## src/design/rlp_transaction_field_parser_macros.svh

```systemverilog
// ----------------------------------------------------------------------------
// RLP transaction field parser assertion macros
// Concurrent assertion wrappers, compiled out for synthesis.
// ----------------------------------------------------------------------------
`ifndef RLP_TRANSACTION_FIELD_PARSER_MACROS_SVH
`define RLP_TRANSACTION_FIELD_PARSER_MACROS_SVH

`ifndef SYNTHESIS

// same-cycle implication
`define RLP_TFP_ASSERT_IMP(label, clk, rstn, ante, cons) \
    label: assert property (@(posedge clk) disable iff (!rstn) (ante) |-> (cons)) \
        else $error("rlp parser assertion failed");

// next-cycle implication
`define RLP_TFP_ASSERT_NXT(label, clk, rstn, ante, cons) \
    label: assert property (@(posedge clk) disable iff (!rstn) (ante) |=> (cons)) \
        else $error("rlp parser assertion failed");

`else

`define RLP_TFP_ASSERT_IMP(label, clk, rstn, ante, cons)
`define RLP_TFP_ASSERT_NXT(label, clk, rstn, ante, cons)

`endif

`endif

```

## src/design/rlp_tfp_pkg.sv

```systemverilog
// ----------------------------------------------------------------------------
// rlp_tfp_pkg
// Types and constants shared by the RLP transaction field parser modules.
// ----------------------------------------------------------------------------
package rlp_tfp_pkg;

    localparam int unsigned MAX_INT_BYTES = 32;
    localparam int unsigned ADDRESS_BYTES = 20;
    localparam int unsigned RUN_DEPTH     = 5;
    localparam int unsigned ACC_WORDS     = 4;

    // Field position
    localparam logic [2:0] POS_OUTER     = 3'd0;
    localparam logic [2:0] POS_NONCE     = 3'd1;
    localparam logic [2:0] POS_GASPRICE  = 3'd2;
    localparam logic [2:0] POS_GASLIMIT  = 3'd3;
    localparam logic [2:0] POS_RECIPIENT = 3'd4;
    localparam logic [2:0] POS_VALUE     = 3'd5;
    localparam logic [2:0] POS_CALLDATA  = 3'd6;
    localparam logic [2:0] POS_FINISHED  = 3'd7;

    // Result kinds beyond the integer fields (those use position - 1)
    localparam logic [2:0] KIND_CALLBYTE = 3'd5;
    localparam logic [2:0] KIND_DONE     = 3'd6;
    localparam logic [2:0] KIND_ERROR    = 3'd7;

    localparam logic [1:0] ERR_NONE     = 2'd0;
    localparam logic [1:0] ERR_TRUNC    = 2'd1;
    localparam logic [1:0] ERR_INT_LONG = 2'd2;
    localparam logic [1:0] ERR_ADDR_LEN = 2'd3;

    // Prefix boundaries
    localparam logic [7:0] PFX_STR_SHORT_MAX  = 8'hb7;
    localparam logic [7:0] PFX_STR_LONG_MAX   = 8'hbf;
    localparam logic [7:0] PFX_LIST_SHORT_MAX = 8'hf7;

    typedef enum logic [2:0] {
        PH_PREFIX  = 3'b001,
        PH_LENGTH  = 3'b010,
        PH_PAYLOAD = 3'b100
    } rlp_tfp_phase_t;

    typedef struct packed {
        logic [7:0] data_byte;
        logic       end_of_record;
    } rlp_tfp_in_t;

    typedef struct packed {
        logic [2:0]  field_kind;
        logic [1:0]  word_index;
        logic [63:0] word_value;
        logic [1:0]  error_code;
        logic        last_of_run;
    } rlp_tfp_out_t;

    typedef struct packed {
        logic [2:0]                         count;
        rlp_tfp_out_t [RUN_DEPTH-1:0]       entries;
    } rlp_tfp_run_t;

endpackage

```

## src/design/rlp_tfp_parser.sv

```systemverilog
// ----------------------------------------------------------------------------
// rlp_tfp_parser
// Decoder state and per-byte decode; builds the run of results for a byte.
// ----------------------------------------------------------------------------
`include "rlp_transaction_field_parser_macros.svh"

module rlp_tfp_parser
    import rlp_tfp_pkg::*;
(
    input  logic         aclk,
    input  logic         aresetn,
    input  logic         in_accept,
    input  rlp_tfp_in_t  in_data,
    output rlp_tfp_run_t run
);

    logic [2:0]              pos_reg, pos_next;
    rlp_tfp_phase_t          phase_reg, phase_next;
    logic [3:0]              len_reg, len_next;
    logic [63:0]             pay_reg, pay_next;
    logic [3:0][63:0]        acc_reg, acc_next;
    logic                    failed_reg, failed_next;

    always_comb begin
        logic [7:0]       b;
        logic             do_begin;
        logic [63:0]      begin_len;
        logic             single;
        logic             do_pay;
        logic [63:0]      pay_cnt;
        logic             do_fin;
        logic             call_v;
        logic             done_v;
        logic             err_v;
        logic [1:0]       err_code;
        logic [2:0]       word_cnt;
        logic [2:0]       word_kind;
        logic [3:0][63:0] words;
        logic             trunc_v;
        logic [2:0]       n;

        b           = in_data.data_byte;
        pos_next    = pos_reg;
        phase_next  = phase_reg;
        len_next    = len_reg;
        pay_next    = pay_reg;
        acc_next    = acc_reg;
        failed_next = failed_reg;
        do_begin    = 1'b0;
        begin_len   = '0;
        single      = 1'b0;
        do_pay      = 1'b0;
        pay_cnt     = pay_reg;
        do_fin      = 1'b0;
        call_v      = 1'b0;
        done_v      = 1'b0;
        err_v       = 1'b0;
        err_code    = ERR_NONE;
        word_cnt    = 3'd0;
        word_kind   = 3'd0;
        words       = '0;
        trunc_v     = 1'b0;

        if (in_accept) begin
            if (!failed_reg && pos_reg != POS_FINISHED) begin
                case (phase_reg)
                    PH_PAYLOAD: begin
                        do_pay = 1'b1;
                    end
                    PH_LENGTH: begin
                        pay_next = {pay_reg[55:0], b};
                        len_next = len_reg - 4'd1;
                        if (len_next == 4'd0) begin
                            do_begin  = 1'b1;
                            begin_len = pay_next;
                        end
                    end
                    PH_PREFIX: begin
                        if (!b[7]) begin
                            if (pos_reg == POS_OUTER) begin
                                pos_next = POS_NONCE;
                            end else begin
                                do_begin  = 1'b1;
                                begin_len = 64'd1;
                                single    = 1'b1;
                            end
                        end else if (b <= PFX_STR_SHORT_MAX) begin
                            do_begin  = 1'b1;
                            begin_len = {57'd0, b[6:0]};
                        end else if (b <= PFX_STR_LONG_MAX) begin
                            len_next   = 4'(b - PFX_STR_SHORT_MAX);
                            pay_next   = '0;
                            phase_next = PH_LENGTH;
                        end else if (b <= PFX_LIST_SHORT_MAX) begin
                            do_begin  = 1'b1;
                            begin_len = {58'd0, b[5:0]};
                        end else begin
                            len_next   = 4'(b - PFX_LIST_SHORT_MAX);
                            pay_next   = '0;
                            phase_next = PH_LENGTH;
                        end
                    end
                    default: ;
                endcase

                if (do_begin) begin
                    if (pos_reg == POS_OUTER) begin
                        // outer list length is not tracked
                        pos_next   = POS_NONCE;
                        phase_next = PH_PREFIX;
                    end else if (pos_reg == POS_RECIPIENT &&
                                 begin_len != 64'(ADDRESS_BYTES)) begin
                        err_v       = 1'b1;
                        err_code    = ERR_ADDR_LEN;
                        failed_next = 1'b1;
                        phase_next  = PH_PREFIX;
                    end else if (pos_reg != POS_RECIPIENT && pos_reg != POS_CALLDATA &&
                                 begin_len > 64'(MAX_INT_BYTES)) begin
                        err_v       = 1'b1;
                        err_code    = ERR_INT_LONG;
                        failed_next = 1'b1;
                        phase_next  = PH_PREFIX;
                    end else if (begin_len == 64'd0) begin
                        do_fin = 1'b1;
                    end else begin
                        pay_next   = begin_len;
                        phase_next = PH_PAYLOAD;
                        if (single) begin
                            // a byte below 0x80 is its own one-byte payload
                            do_pay  = 1'b1;
                            pay_cnt = begin_len;
                        end
                    end
                end

                if (do_pay) begin
                    pay_next = pay_cnt - 64'd1;
                    if (pos_reg == POS_CALLDATA) begin
                        call_v = 1'b1;
                    end else begin
                        acc_next = {acc_reg[3][55:0], acc_reg[2], acc_reg[1], acc_reg[0], b};
                    end
                    if (pay_next == 64'd0) begin
                        do_fin = 1'b1;
                    end
                end

                if (do_fin) begin
                    phase_next = PH_PREFIX;
                    if (pos_reg == POS_CALLDATA) begin
                        done_v   = 1'b1;
                        pos_next = POS_FINISHED;
                    end else begin
                        if (pos_reg == POS_GASPRICE || pos_reg == POS_VALUE) begin
                            word_cnt = 3'd4;
                        end else if (pos_reg == POS_RECIPIENT) begin
                            word_cnt = 3'd3;
                        end else begin
                            word_cnt = 3'd1;
                        end
                        word_kind = pos_reg - 3'd1;
                        words     = acc_next;
                        acc_next  = '0;
                        pos_next  = pos_reg + 3'd1;
                    end
                end
            end

            if (in_data.end_of_record) begin
                if (!failed_next && pos_next != POS_FINISHED) begin
                    trunc_v = 1'b1;
                end
                pos_next    = POS_OUTER;
                phase_next  = PH_PREFIX;
                len_next    = '0;
                pay_next    = '0;
                acc_next    = '0;
                failed_next = 1'b0;
            end
        end

        // pack results in order: calldata byte, words, done, error, truncation
        n           = 3'd0;
        run.entries = '0;
        if (call_v) begin
            run.entries[n] = '{KIND_CALLBYTE, 2'd0, {56'd0, b}, ERR_NONE, 1'b0};
            n = n + 3'd1;
        end
        for (int i = 0; i < ACC_WORDS; i++) begin
            if (3'(i) < word_cnt) begin
                run.entries[n] = '{word_kind, 2'(i), words[i], ERR_NONE, 1'b0};
                n = n + 3'd1;
            end
        end
        if (done_v) begin
            run.entries[n] = '{KIND_DONE, 2'd0, 64'd0, ERR_NONE, 1'b0};
            n = n + 3'd1;
        end
        if (err_v) begin
            run.entries[n] = '{KIND_ERROR, 2'd0, 64'd0, err_code, 1'b0};
            n = n + 3'd1;
        end
        if (trunc_v) begin
            run.entries[n] = '{KIND_ERROR, 2'd0, 64'd0, ERR_TRUNC, 1'b0};
            n = n + 3'd1;
        end
        run.count = n;
    end

    always_ff @(posedge aclk) begin
        if (!aresetn) begin
            pos_reg    <= POS_OUTER;
            phase_reg  <= PH_PREFIX;
            len_reg    <= '0;
            pay_reg    <= '0;
            acc_reg    <= '0;
            failed_reg <= 1'b0;
        end else begin
            pos_reg    <= pos_next;
            phase_reg  <= phase_next;
            len_reg    <= len_next;
            pay_reg    <= pay_next;
            acc_reg    <= acc_next;
            failed_reg <= failed_next;
        end
    end

    `RLP_TFP_ASSERT_NXT(a_eor_resets, aclk, aresetn, in_accept && in_data.end_of_record,
        pos_reg == POS_OUTER && !failed_reg && phase_reg == PH_PREFIX)
    `RLP_TFP_ASSERT_IMP(a_failed_idle, aclk, aresetn, failed_reg, phase_reg == PH_PREFIX)
    `RLP_TFP_ASSERT_IMP(a_payload_nonzero, aclk, aresetn, phase_reg == PH_PAYLOAD,
        pay_reg != 64'd0)

endmodule

```

## src/design/rlp_tfp_emitter.sv

```systemverilog
// ----------------------------------------------------------------------------
// rlp_tfp_emitter
// Result queue: holds the run of one byte and hands it out one per cycle while m_ready is high.
// ----------------------------------------------------------------------------
`include "rlp_transaction_field_parser_macros.svh"

module rlp_tfp_emitter
    import rlp_tfp_pkg::*;
(
    input  logic         aclk,
    input  logic         aresetn,
    input  logic         load,
    input  rlp_tfp_run_t run,
    output logic         s_ready,
    output logic         m_valid,
    input  logic         m_ready,
    output rlp_tfp_out_t m_data
);

    logic [2:0]                   cnt_reg;
    rlp_tfp_out_t [RUN_DEPTH-1:0] q_reg;
    logic                         pop;

    assign m_valid = (cnt_reg != 3'd0);
    assign pop     = m_valid && m_ready;
    // take a new request when the queue is empty or its last queued result leaves this cycle
    assign s_ready = (cnt_reg == 3'd0) || (cnt_reg == 3'd1 && m_ready);

    always_comb begin
        m_data             = q_reg[0];
        m_data.last_of_run = (cnt_reg == 3'd1);
    end

    always_ff @(posedge aclk) begin
        if (!aresetn) begin
            cnt_reg <= '0;
        end else if (load) begin
            cnt_reg <= run.count;
        end else if (pop) begin
            cnt_reg <= cnt_reg - 3'd1;
        end
    end

    always_ff @(posedge aclk) begin
        if (load) begin
            q_reg <= run.entries;
        end else if (pop) begin
            for (int i = 0; i < RUN_DEPTH - 1; i++) begin
                q_reg[i] <= q_reg[i+1];
            end
        end
    end

    `RLP_TFP_ASSERT_IMP(a_cnt_range, aclk, aresetn, 1'b1, cnt_reg <= 3'(RUN_DEPTH))
    `RLP_TFP_ASSERT_NXT(a_load_count, aclk, aresetn, load, cnt_reg == $past(run.count))
    `RLP_TFP_ASSERT_NXT(a_drain_empty, aclk, aresetn, pop && cnt_reg == 3'd1 && !load,
        !m_valid)

endmodule

```

## src/design/rlp_transaction_field_parser.sv

```systemverilog
// ----------------------------------------------------------------------------
// rlp_transaction_field_parser
// Streams an RLP legacy transaction byte by byte and emits decoded fields.
// ----------------------------------------------------------------------------
// Usage:
//   s_valid/s_ready/s_data carry one encoded byte per request, with
//   end_of_record set on the last byte of a transaction.
//   m_valid/m_ready/m_data carry decoded results: nonce, gas price, gas limit,
//   recipient and value words, calldata bytes, done, and error reports.
//   A byte is decoded in the cycle it is accepted; its results are registered
//   and the first appears on m_data in the next cycle.
//   With the single result port and a one-run queue, results leave one per
//   cycle and bytes of zero or one result sustain one byte per cycle while m_ready
//   is high; up to 5 results per byte keep s_ready low until the last leaves.
//   last_of_run marks the final result caused by one input byte.
//   If m_ready stays low, the queue holds its results and s_ready drops once
//   a result is pending that will not leave this cycle.
//   Synchronous reset (aresetn low) returns the decoder to the outer header
//   and empties the result queue. end_of_record also resets the decoder after
//   its byte is handled, adding a truncation error if the record was short.
// ----------------------------------------------------------------------------
module rlp_transaction_field_parser
    import rlp_tfp_pkg::*;
(
    input  logic         aclk,
    input  logic         aresetn,
    input  logic         s_valid,
    output logic         s_ready,
    input  rlp_tfp_in_t  s_data,
    output logic         m_valid,
    input  logic         m_ready,
    output rlp_tfp_out_t m_data
);

    logic         in_accept;
    rlp_tfp_run_t run;

    assign in_accept = s_valid && s_ready;

    rlp_tfp_parser u_parser (
        .aclk      (aclk),
        .aresetn   (aresetn),
        .in_accept (in_accept),
        .in_data   (s_data),
        .run       (run)
    );

    rlp_tfp_emitter u_emitter (
        .aclk    (aclk),
        .aresetn (aresetn),
        .load    (in_accept),
        .run     (run),
        .s_ready (s_ready),
        .m_valid (m_valid),
        .m_ready (m_ready),
        .m_data  (m_data)
    );

endmodule

```

## config.mk

```make
export PLATFORM = sky130hd
export DESIGN_NAME = rlp_transaction_field_parser
export DESIGN_NICKNAME = d
export VERILOG_FILES = /design/src/design/rlp_tfp_pkg.sv /design/src/design/rlp_tfp_parser.sv /design/src/design/rlp_tfp_emitter.sv /design/src/design/rlp_transaction_field_parser.sv
export VERILOG_INCLUDE_DIRS = /design/src /design/src/design
export SDC_FILE = /design/constraint.sdc
export NUM_CORES = 2
export LEC_CHECK = 0
export BUFFER_PORTS_ARGS = -buffer_cell sky130_fd_sc_hd__buf_2
export CAP_MARGIN = 20
export CORE_UTILIZATION = 40
export DETAILED_ROUTE_END_ITERATION = 10
export GPL_ROUTABILITY_DRIVEN = 0
export PLACE_DENSITY = 0.58
export RECOVER_POWER = 50
export SLEW_MARGIN = 30
export SYNTH_ARGS = -nofsm -noshare
export SYNTH_HDL_FRONTEND = slang
export SYNTH_SLANG_ARGS = --single-unit
```

## constraint.sdc

```tcl
create_clock -name aclk -period 9.6 [get_ports aclk]
set_clock_uncertainty 0.2 [all_clocks]
set_input_delay 0 -clock aclk [delete_from_list [all_inputs] [get_ports aclk]]
set_output_delay 0 -clock aclk [all_outputs]
set_load 0.01 [all_outputs]
```

== After elaboration in Yosys (flattened, before gate mapping) ==
Index checks and enable logic that the tools add are counted.

* Memories kept: 0
* Input port bits: 13
* Latch bits: 0
* Logic and storage cells: 301
* Bits in writable memories: 0
* Register bits: 693
* ROM bits: 0
* Output and inout bits: 74

* Bitwise gates (word level): 6
* Add/sub/neg operators: 14
* Div/mod/pow operators: 0
* Multiplexer cells: 179
* Shift-type cells: 0
* Reductions and logical operators: 30
* Multiply operators: 0
* Order comparisons: 22
* Equality and inequality tests: 16

{| class="wikitable"
|+ Operator list
! kind !! count
|-
| $mux W256 || 10
|-
| $mux W360 || 7
|-
| $bwmux W360 || 5
|-
| $mux W64 || 26
|-
| $demux W72 S3 || 7
|-
| $mux W288 || 2
|-
| $mux W72 || 8
|-
| $and A350 B350 Y350 || 1
|-
| $not A350 Y350 || 1
|-
| $and A340 B340 Y340 || 1
|-
| $not A340 Y340 || 1
|-
| $pmux W64 S2 || 2
|-
| $logic_not A64 Y1 || 2
|-
| $mux W3 || 41
|-
| $gt A64 B6 Y1 const B || 1
|-
| $ne A64 B5 Y1 const B || 1
|-
| $sub A64 B1 Y64 const B || 1
|-
| $mux W1 || 55
|-
| $le A8 B8 Y1 const B || 3
|-
| $lt A3 B4 Y1 const B || 6
|-
| $mux W4 || 6
|-
| $add A3 B1 Y3 const B || 7
|-
| $or A20 B20 Y20 || 1
|-
| $ge A3 B1 Y1 const B || 6
|-
| 27 further kinds || 66
|}

== Depth between registers and ports, before layout ==
* Depth after elaboration: 45
* Depth in mapped cells: 47
* Depth with buffers taken out: 36

== Modules after synthesis ==
A second synthesis with hierarchy kept.

* Cells, all modules: 4586
* Area, all modules: 41459.8 um^2

{| class="wikitable"
|+ Modules (own cells, without submodules)
! module !! instances !! area each (um^2) !! cells an instance
|-
| rlp_tfp_parser || 1 || 26507.9 || 3814
|-
| rlp_tfp_emitter || 1 || 14945.6 || 771
|-
| rlp_transaction_field_parser || 1 || 6.3 || 1
|}

== Least setup slack after synthesis ==
No wires, ideal clock.

* Path type: register -> register
* From: reg u_parser.pos_reg[0]
* To: reg u_emitter.q_reg[191] (netlist bit), data pin
* Data arrival time: 9.104 ns
* Setup slack: 0.030 ns
* Library setup time: 0.267 ns
* Buffers on the path: 12
* Cell stages (with the launch flop): 48
* Data required time: 9.133 ns
* Path through: dfxtp_1 clkbuf_1 inv_1 ha_1 clkbuf_1 nor2b_1 nor3_1 nand2_1 clkbuf_1 clkbuf_1 nand2_1 ha_1 or4b_1 clkbuf_1 or4_1 clkbuf_1 o31a_1 nor4b_2 [12 not listed] a21oi_1 nor3b_1 o21ai_0 o22a_1 ha_1 and3_1 nand2_1 o21ai_1 ha_1 nand4_1 nand4_1 mux2_2 a21oi_1 nand2_1 nor2_1 buf_2 clkbuf_1 o21ai_0

* Longest elaborated chain between the ends: 43
* Elaborated cells on any way between the ends: 173
* Classes of those cells: 8 x add/sub; 19 x order compare; 9 x eq/ne; 116 x mux; 4 x bitwise; 17 x reduce/logical

{| class="wikitable"
|+ Ends and longest elaborated chain
! element !! line !! source
|-
| start: declaration || rlp_tfp_parser.sv:17 || <nowiki>logic [2:0] pos_reg, pos_next;</nowiki>
|-
| start signal: assignment || rlp_tfp_parser.sv:219 || <nowiki>pos_reg <= pos_next;</nowiki>
|-
| $logic_not A3 Y1 || rlp_tfp_parser.sv:80, rlp_tfp_parser.sv:107 ||
|-
| $mux W1 || rlp_tfp_parser.sv:80 || <nowiki>if (pos_reg == POS_OUTER) begin</nowiki>
|-
| $mux W64 / $mux W1 (equally long branches) || rlp_tfp_parser.sv:79 || <nowiki>if (!b[7]) begin</nowiki>
|-
| $pmux W64 S2 / $mux W1 (equally long branches) || rlp_tfp_parser.sv:66 || <nowiki>case (phase_reg)</nowiki>
|-
| $mux W64 / $mux W1 (equally long branches) || rlp_tfp_parser.sv:65 || <nowiki>if (!failed_reg && pos_reg != POS_FINISHED) begin</nowiki>
|-
| $mux W64 / $mux W1 (equally long branches) || rlp_tfp_parser.sv:64 || <nowiki>if (in_accept) begin</nowiki>
|-
| $gt A64 B6 Y1, or another cell as far along || rlp_tfp_parser.sv:118 || <nowiki>begin_len > 64'(MAX_INT_BYTES)) begin</nowiki>
|-
| $logic_and A1 B1 Y1 / $mux W64 (equally long branches) || rlp_tfp_parser.sv:117, rlp_tfp_parser.sv:123 ||
|-
| [27 not listed] || -- ||
|-
| $lt A3 B4 Y1 (not written as such), or another cell as far along || rlp_tfp_parser.sv:204 || <nowiki>run.entries[n] = '{KIND_ERROR, 2'd0, 64'd0, ERR_TRUNC, 1'b0};</nowiki>
|-
| $logic_and A1 B1 Y1 (not written as such) / $and A350 B350 Y350 (equally long branches) || -- ||
|-
| $mux W72 (not written as such) / $mux W360 (equally long branches) || rlp_tfp_parser.sv:204, rlp_tfp_parser.sv:195 ||
|-
| $demux W72 S3 / $bwmux W360 (equally long branches) || -- ||
|-
| $not A340 Y340 (no line) / $mux W360 (equally long branches) || -- ||
|-
| $and A340 B340 Y340 (no line) || -- ||
|-
| $mux W360 (*) || rlp_tfp_parser.sv:203 || <nowiki>if (trunc_v) begin</nowiki>
|-
| $mux W288 (*) || rlp_tfp_emitter.sv:45 || <nowiki>if (load) begin</nowiki>
|-
| end signal: assignment || rlp_tfp_emitter.sv:46 || <nowiki>q_reg <= run.entries;</nowiki>
|-
| end signal: indexed assignment || rlp_tfp_emitter.sv:49 || <nowiki>q_reg[i] <= q_reg[i+1];</nowiki>
|-
| end: declaration || rlp_tfp_emitter.sv:21 || <nowiki>rlp_tfp_out_t [RUN_DEPTH-1:0] q_reg;</nowiki>
|}

Mark *: on every way between the ends. The rest lies on a longest branch, timed or not. The select of a mux whose other input is x is not followed.
A chain may end at the register's enable or synchronous reset.

== Worst setup path after layout ==
* From: reg u_parser.phase_reg[0]
* To: reg u_parser.acc_reg[5] (netlist bit)

* Longest elaborated chain between the ends: 21
* Elaborated cells on any way between the ends: 50
* Classes of those cells: 1 x add/sub; 1 x order compare; 4 x eq/ne; 40 x mux; 4 x reduce/logical

{| class="wikitable"
|+ Ends and longest elaborated chain
! element !! line !! source
|-
| start: declaration || rlp_tfp_parser.sv:18 || <nowiki>rlp_tfp_phase_t phase_reg, phase_next;</nowiki>
|-
| start signal: assignment || rlp_tfp_parser.sv:220 || <nowiki>phase_reg <= phase_next;</nowiki>
|-
| $eq A3 B1 Y1 / $eq A3 B2 Y1 (equally long branches) || rlp_tfp_parser.sv:66 ||
|-
| $pmux W64 S2 / $mux W1 (equally long branches) || rlp_tfp_parser.sv:66 ||
|-
| $mux W64 / $mux W1 (equally long branches) || rlp_tfp_parser.sv:65 ||
|-
| $mux W64 / $mux W1 (equally long branches) || rlp_tfp_parser.sv:64 ||
|-
| $gt A64 B6 Y1, or another cell as far along || rlp_tfp_parser.sv:118 ||
|-
| $logic_and A1 B1 Y1 / $mux W64 (equally long branches) || rlp_tfp_parser.sv:117, rlp_tfp_parser.sv:123 ||
|-
| $mux W64 || rlp_tfp_parser.sv:117 || <nowiki>end else if (pos_reg != POS_RECIPIENT && pos_reg != POS_CALLDATA &&</nowiki>
|-
| $mux W64 || rlp_tfp_parser.sv:111 || <nowiki>end else if (pos_reg == POS_RECIPIENT &&</nowiki>
|-
| [5 not listed] || -- ||
|-
| $logic_not A64 Y1 || rlp_tfp_parser.sv:143 || <nowiki>if (pay_next == 64'd0) begin</nowiki>
|-
| $mux W1 || rlp_tfp_parser.sv:143 ||
|-
| $mux W1 || rlp_tfp_parser.sv:136 || <nowiki>if (do_pay) begin</nowiki>
|-
| $mux W1 || rlp_tfp_parser.sv:65 ||
|-
| $mux W1 || rlp_tfp_parser.sv:64 ||
|-
| $mux W256 (*) || rlp_tfp_parser.sv:148 || <nowiki>if (do_fin) begin</nowiki>
|-
| $mux W256 (*) || rlp_tfp_parser.sv:65 ||
|-
| $mux W256 (*) || rlp_tfp_parser.sv:169 || <nowiki>if (in_data.end_of_record) begin</nowiki>
|-
| end signal: assignment || rlp_tfp_parser.sv:223 || <nowiki>acc_reg <= acc_next;</nowiki>
|-
| end: declaration || rlp_tfp_parser.sv:21 || <nowiki>logic [3:0][63:0] acc_reg, acc_next;</nowiki>
|}

Marked as above.

==> flow_metrics.tcl <==
set metrics [dict create \
    status "finished with violations" \
    violations "capacitance limit, slew limit" \
    stdcell_area_sq_um 43600 \
    yosys_warnings 0 \
    synthCells 4818 \
    synth_seq_area_share_pct 43.52 \
    p_seq_share_pct 42.8 \
    p_sw_share_pct 36.72 \
    drtPass1Iterations 9 \
    drv_cap 10 \
    worstHoldPathType "in -> reg" \
    syn_avg_cell_area_sq_um 8.273 \
    path_delay_family "compound AO/OA/AOI/OAI gates" \
    largest_register_ffs 284 \
    crit_required_ns 9.97 \
    totalWireLength_mm 159.8 \
    ys_types 97 \
    power_density_nw_per_um2 248.4 \
    endpoint_kind "flip-flop" \
    antenna_cells 0 \
    internal_power_mw 6.852 \
    synth_most_common_cell "nand2_1" \
    ys_top_cells_by_count "692 x nand2_1, 609 x nor2_1, 396 x a21oi_1" \
    tritoncts "done" \
    final_util_pct 44.23 \
    arrival_ns 9.62 \
    fin_crit_sh_pct 96.42 \
    p_sw_mw 3.976 \
    cts_root_buffer "clkbuf_16" \
    grt_pass1_vias 35040 \
    h-tree-depth 3 \
    fmax_mhz 108.0 \
    netlist_area_sq_um 39860 \
    crit_path_max_fanout 185 \
    drv_slew 523 \
    drive_gt1_share_pct 7.531 \
    die_area_sq_um 100900 \
    placedInstanceArea_sq_um 40790 \
    startpoint_type "flip-flop" \
    crit_chain "or3b_2 -> nor3_1 -> nand2_1 -> nand2_1 -> ha_2 -> nor4b_2 -> buf_4 -> nand3_1 -> o31a_1 -> nor4_2 -> o2111ai_1 -> o21a_1 -> or4_4 -> o31a_1 -> clkbuf_1 -> o21ai_0 -> clkbuf_2 -> nor2_4 -> buf_12 -> a22oi_1 -> nor2_1 -> dlygate4sd3_1" \
    worstSetupPathType "reg -> reg" \
    track_usage_pct 30.11 \
    clock_latency_ns 0.68 \
    power_frac_comb_pct 28.9 \
    cts_buffers 82 \
    synth_top_area_share_pct 26.74 \
    n_fill_cell 9703 \
    dr_total_vias 38550 \
    cts.sinks 689 \
    antenna_found_initial 3 \
    drt_iter0_drc 5500 \
    die_width_um 317.7 \
    num_rows 115 \
    hpwlAfterDp_mm 95.73 \
    grt_max_degree 186 \
    tightestPinTransition_ns 4.125 \
    min_period_ns 9.256 \
    cp_slowest_stage_delay_ns 1.53 \
    ys_ff_latch 689 \
    fin_tns_setup_ns 0 \
    cp_slowest_cell "o21ai_0" \
    die_h_um 317.7 \
    clockBufferDepth 3 \
    p_clk_share_pct 28.3 \
    ir_drop_mv 0.1506 \
    critPathBufInv 5 \
    synth.area.top_cells "edfxtp_1 27%, dfxtp_1 17%, nand2_1 6.5%" \
    route.detailed.drc 0 \
    start_util_pct 40.44 \
    relSlewSlack_pct -175.0 \
    async_flop_share_pct 0 \
    wl_per_cell_um 26.81 \
    synth-main-ff-cell "edfxtp_1" \
    clk_pin_slew_ns 0.06 \
    synth_edf_count 355 \
    final_hold_viol_count 0 \
    r2r_slack_ns 0.34 \
    core_area_sq_um 98560 \
    fin_nets 4641 \
    fin_total_pwr_mw 10.83 \
    p_leak_nw 14.61 \
    ant_nets 0 \
    io_pins 87 \
    finalSetupViolations 0 \
    io_buffers 86 \
    grt_overflow 0 \
    grt_first_pass_wirelength_mm 233.3 \
    yosysTopAreaCell "edfxtp_1" \
    viasPerCell 6.468 \
    area_growth_pct 9.376 \
]
==> power groups by stage <==
stage / Combinational (mW) / Clock [mW] / Sequential, mW
floorplan: 2.21 / 0 / 4.45
global placement: 3.01 / 0 / 4.61
detailed placement: 3.07 / 0 / 4.61
CTS: 3.08 / 3.09 / 4.55
global route: 3.36 / 3.21 / 4.69
finish: 3.13 / 3.07 / 4.63
==> layer usage <==
layer  up-vias  part of all wire, %  global-route usage (%)
met4         4                  4.9                   13.74
met1     18510                   40                   40.72
met5         -                0.013                       0
met3       451                   11                   5.203
li1      17130                    -                       -
met2      2466                   44                   46.89
==> what timing repair did <==
| item | CTS | global route |
|---|---|---|
| buffers inserted | 0 | 12 |
| hold endpoints to repair | 96 | 0 |
| setup endpoints to repair | 0 | 298 |
| gates resized for setup | 0 | 17 |
| hold buffers | 13 | 0 |
==> worst reg2reg max path: cells and delay by family, from the launching register on <==
| kind | cells | cell delay [ns] |
|---|---|---|
| compound gates | 6 | 3.10 |
| buf+inv | 5 | 2.72 |
| simple gates | 10 | 2.45 |
| flops | 1 | 0.39 |
| fa+ha+maj | 1 | 0.27 |
==> cells in the final DEF (no fill, tap or decap), types with 27 or more instances in the layout <==
cell / netlist / layout
a22o_1: 36 / 36
nand3_1: 65 / 62
mux2i_1: 185 / 185
o22ai_1: 116 / 116
clkbuf_1: 364 / 117
buf_4: 73 / 89
nor3_2: 25 / 28
edfxtp_1: 355 / 355
o21ai_1: 53 / 50
a21oi_1: 396 / 394
clkbuf_16: 0 / 84
dfxtp_1: 334 / 334
nor2_1: 609 / 601
nor3_1: 182 / 177
a31oi_1: 89 / 89
and3_1: 38 / 38
inv_1: 51 / 50
a22oi_1: 262 / 262
nand2_1: 692 / 688
nor4_1: 37 / 37
nand4_1: 28 / 28
o21ai_0: 309 / 311
or3_1: 28 / 27
==> area by class of cell <==
| class | count | area, sq um | share of cell area [%] |
|---|---|---|---|
| well taps | 1287 | 1610 | 3.693 |
| flip-flops and latches | 689 | 17350 | 39.79 |
| clock buffers | 124 | 2320 | 5.321 |
| repair buffers | 222 | 1602 | 3.673 |
| multi-input cells | 3557 | 20240 | 46.43 |
| clock inverters | 27 | 261.5 | 0.5998 |
| inverters | 55 | 215.2 | 0.4936 |
==> through the flow <==
stage / instances / hold WS (ns) / worst slack, ns
after global placement: 5775 / 0.1441 / 0.4542
final: 5961 / 0.04395 / 0.3436
after global routing: 5961 / 0.08157 / -0.01839
after CTS: 5943 / 0.03205 / 0.3169
after floorplan: 4819 / -0.08488 / 0.02968
after detailed placement: 5779 / 0.1509 / 0.3648
==> logic make-up (layout without fill, tap and decap cells) <==
family / after synthesis / count (layout) / share of synthesized area [%]
XOR/XNOR: 35 / 35 / 0.8161
AND/OR/NAND/NOR: 1833 / 1835 / 20.63
flip-flops: 689 / 689 / 43.52
multiplexers: 188 / 188 / 4.730
other: 1 / 2 / 0.009408
buffers and inverters: 575 / 428 / 6.363
adder cells (fa/ha/maj): 21 / 21 / 0.6780
AO/OA/AOI/OAI: 1476 / 1476 / 23.25
==> path summary, 6_finish.rpt <==
check,startpoint,endpoint,cells after the start
setup reg to reg,u_parser.phase_reg[0]$_SDFFE_PN1P_,u_parser.acc_reg[5]$_SDFFE_PN0P_,22
hold reg to reg,u_parser.acc_reg[115]$_SDFFE_PN0P_,u_parser.acc_reg[115]$_SDFFE_PN0P_,2
setup / recovery,u_parser.phase_reg[0]$_SDFFE_PN1P_,u_parser.acc_reg[5]$_SDFFE_PN0P_,22
hold / removal,s_valid,u_parser.pos_reg[1]$_SDFFE_PN0P_,4
No activity file was read; power rests on OpenSTA's default activity.
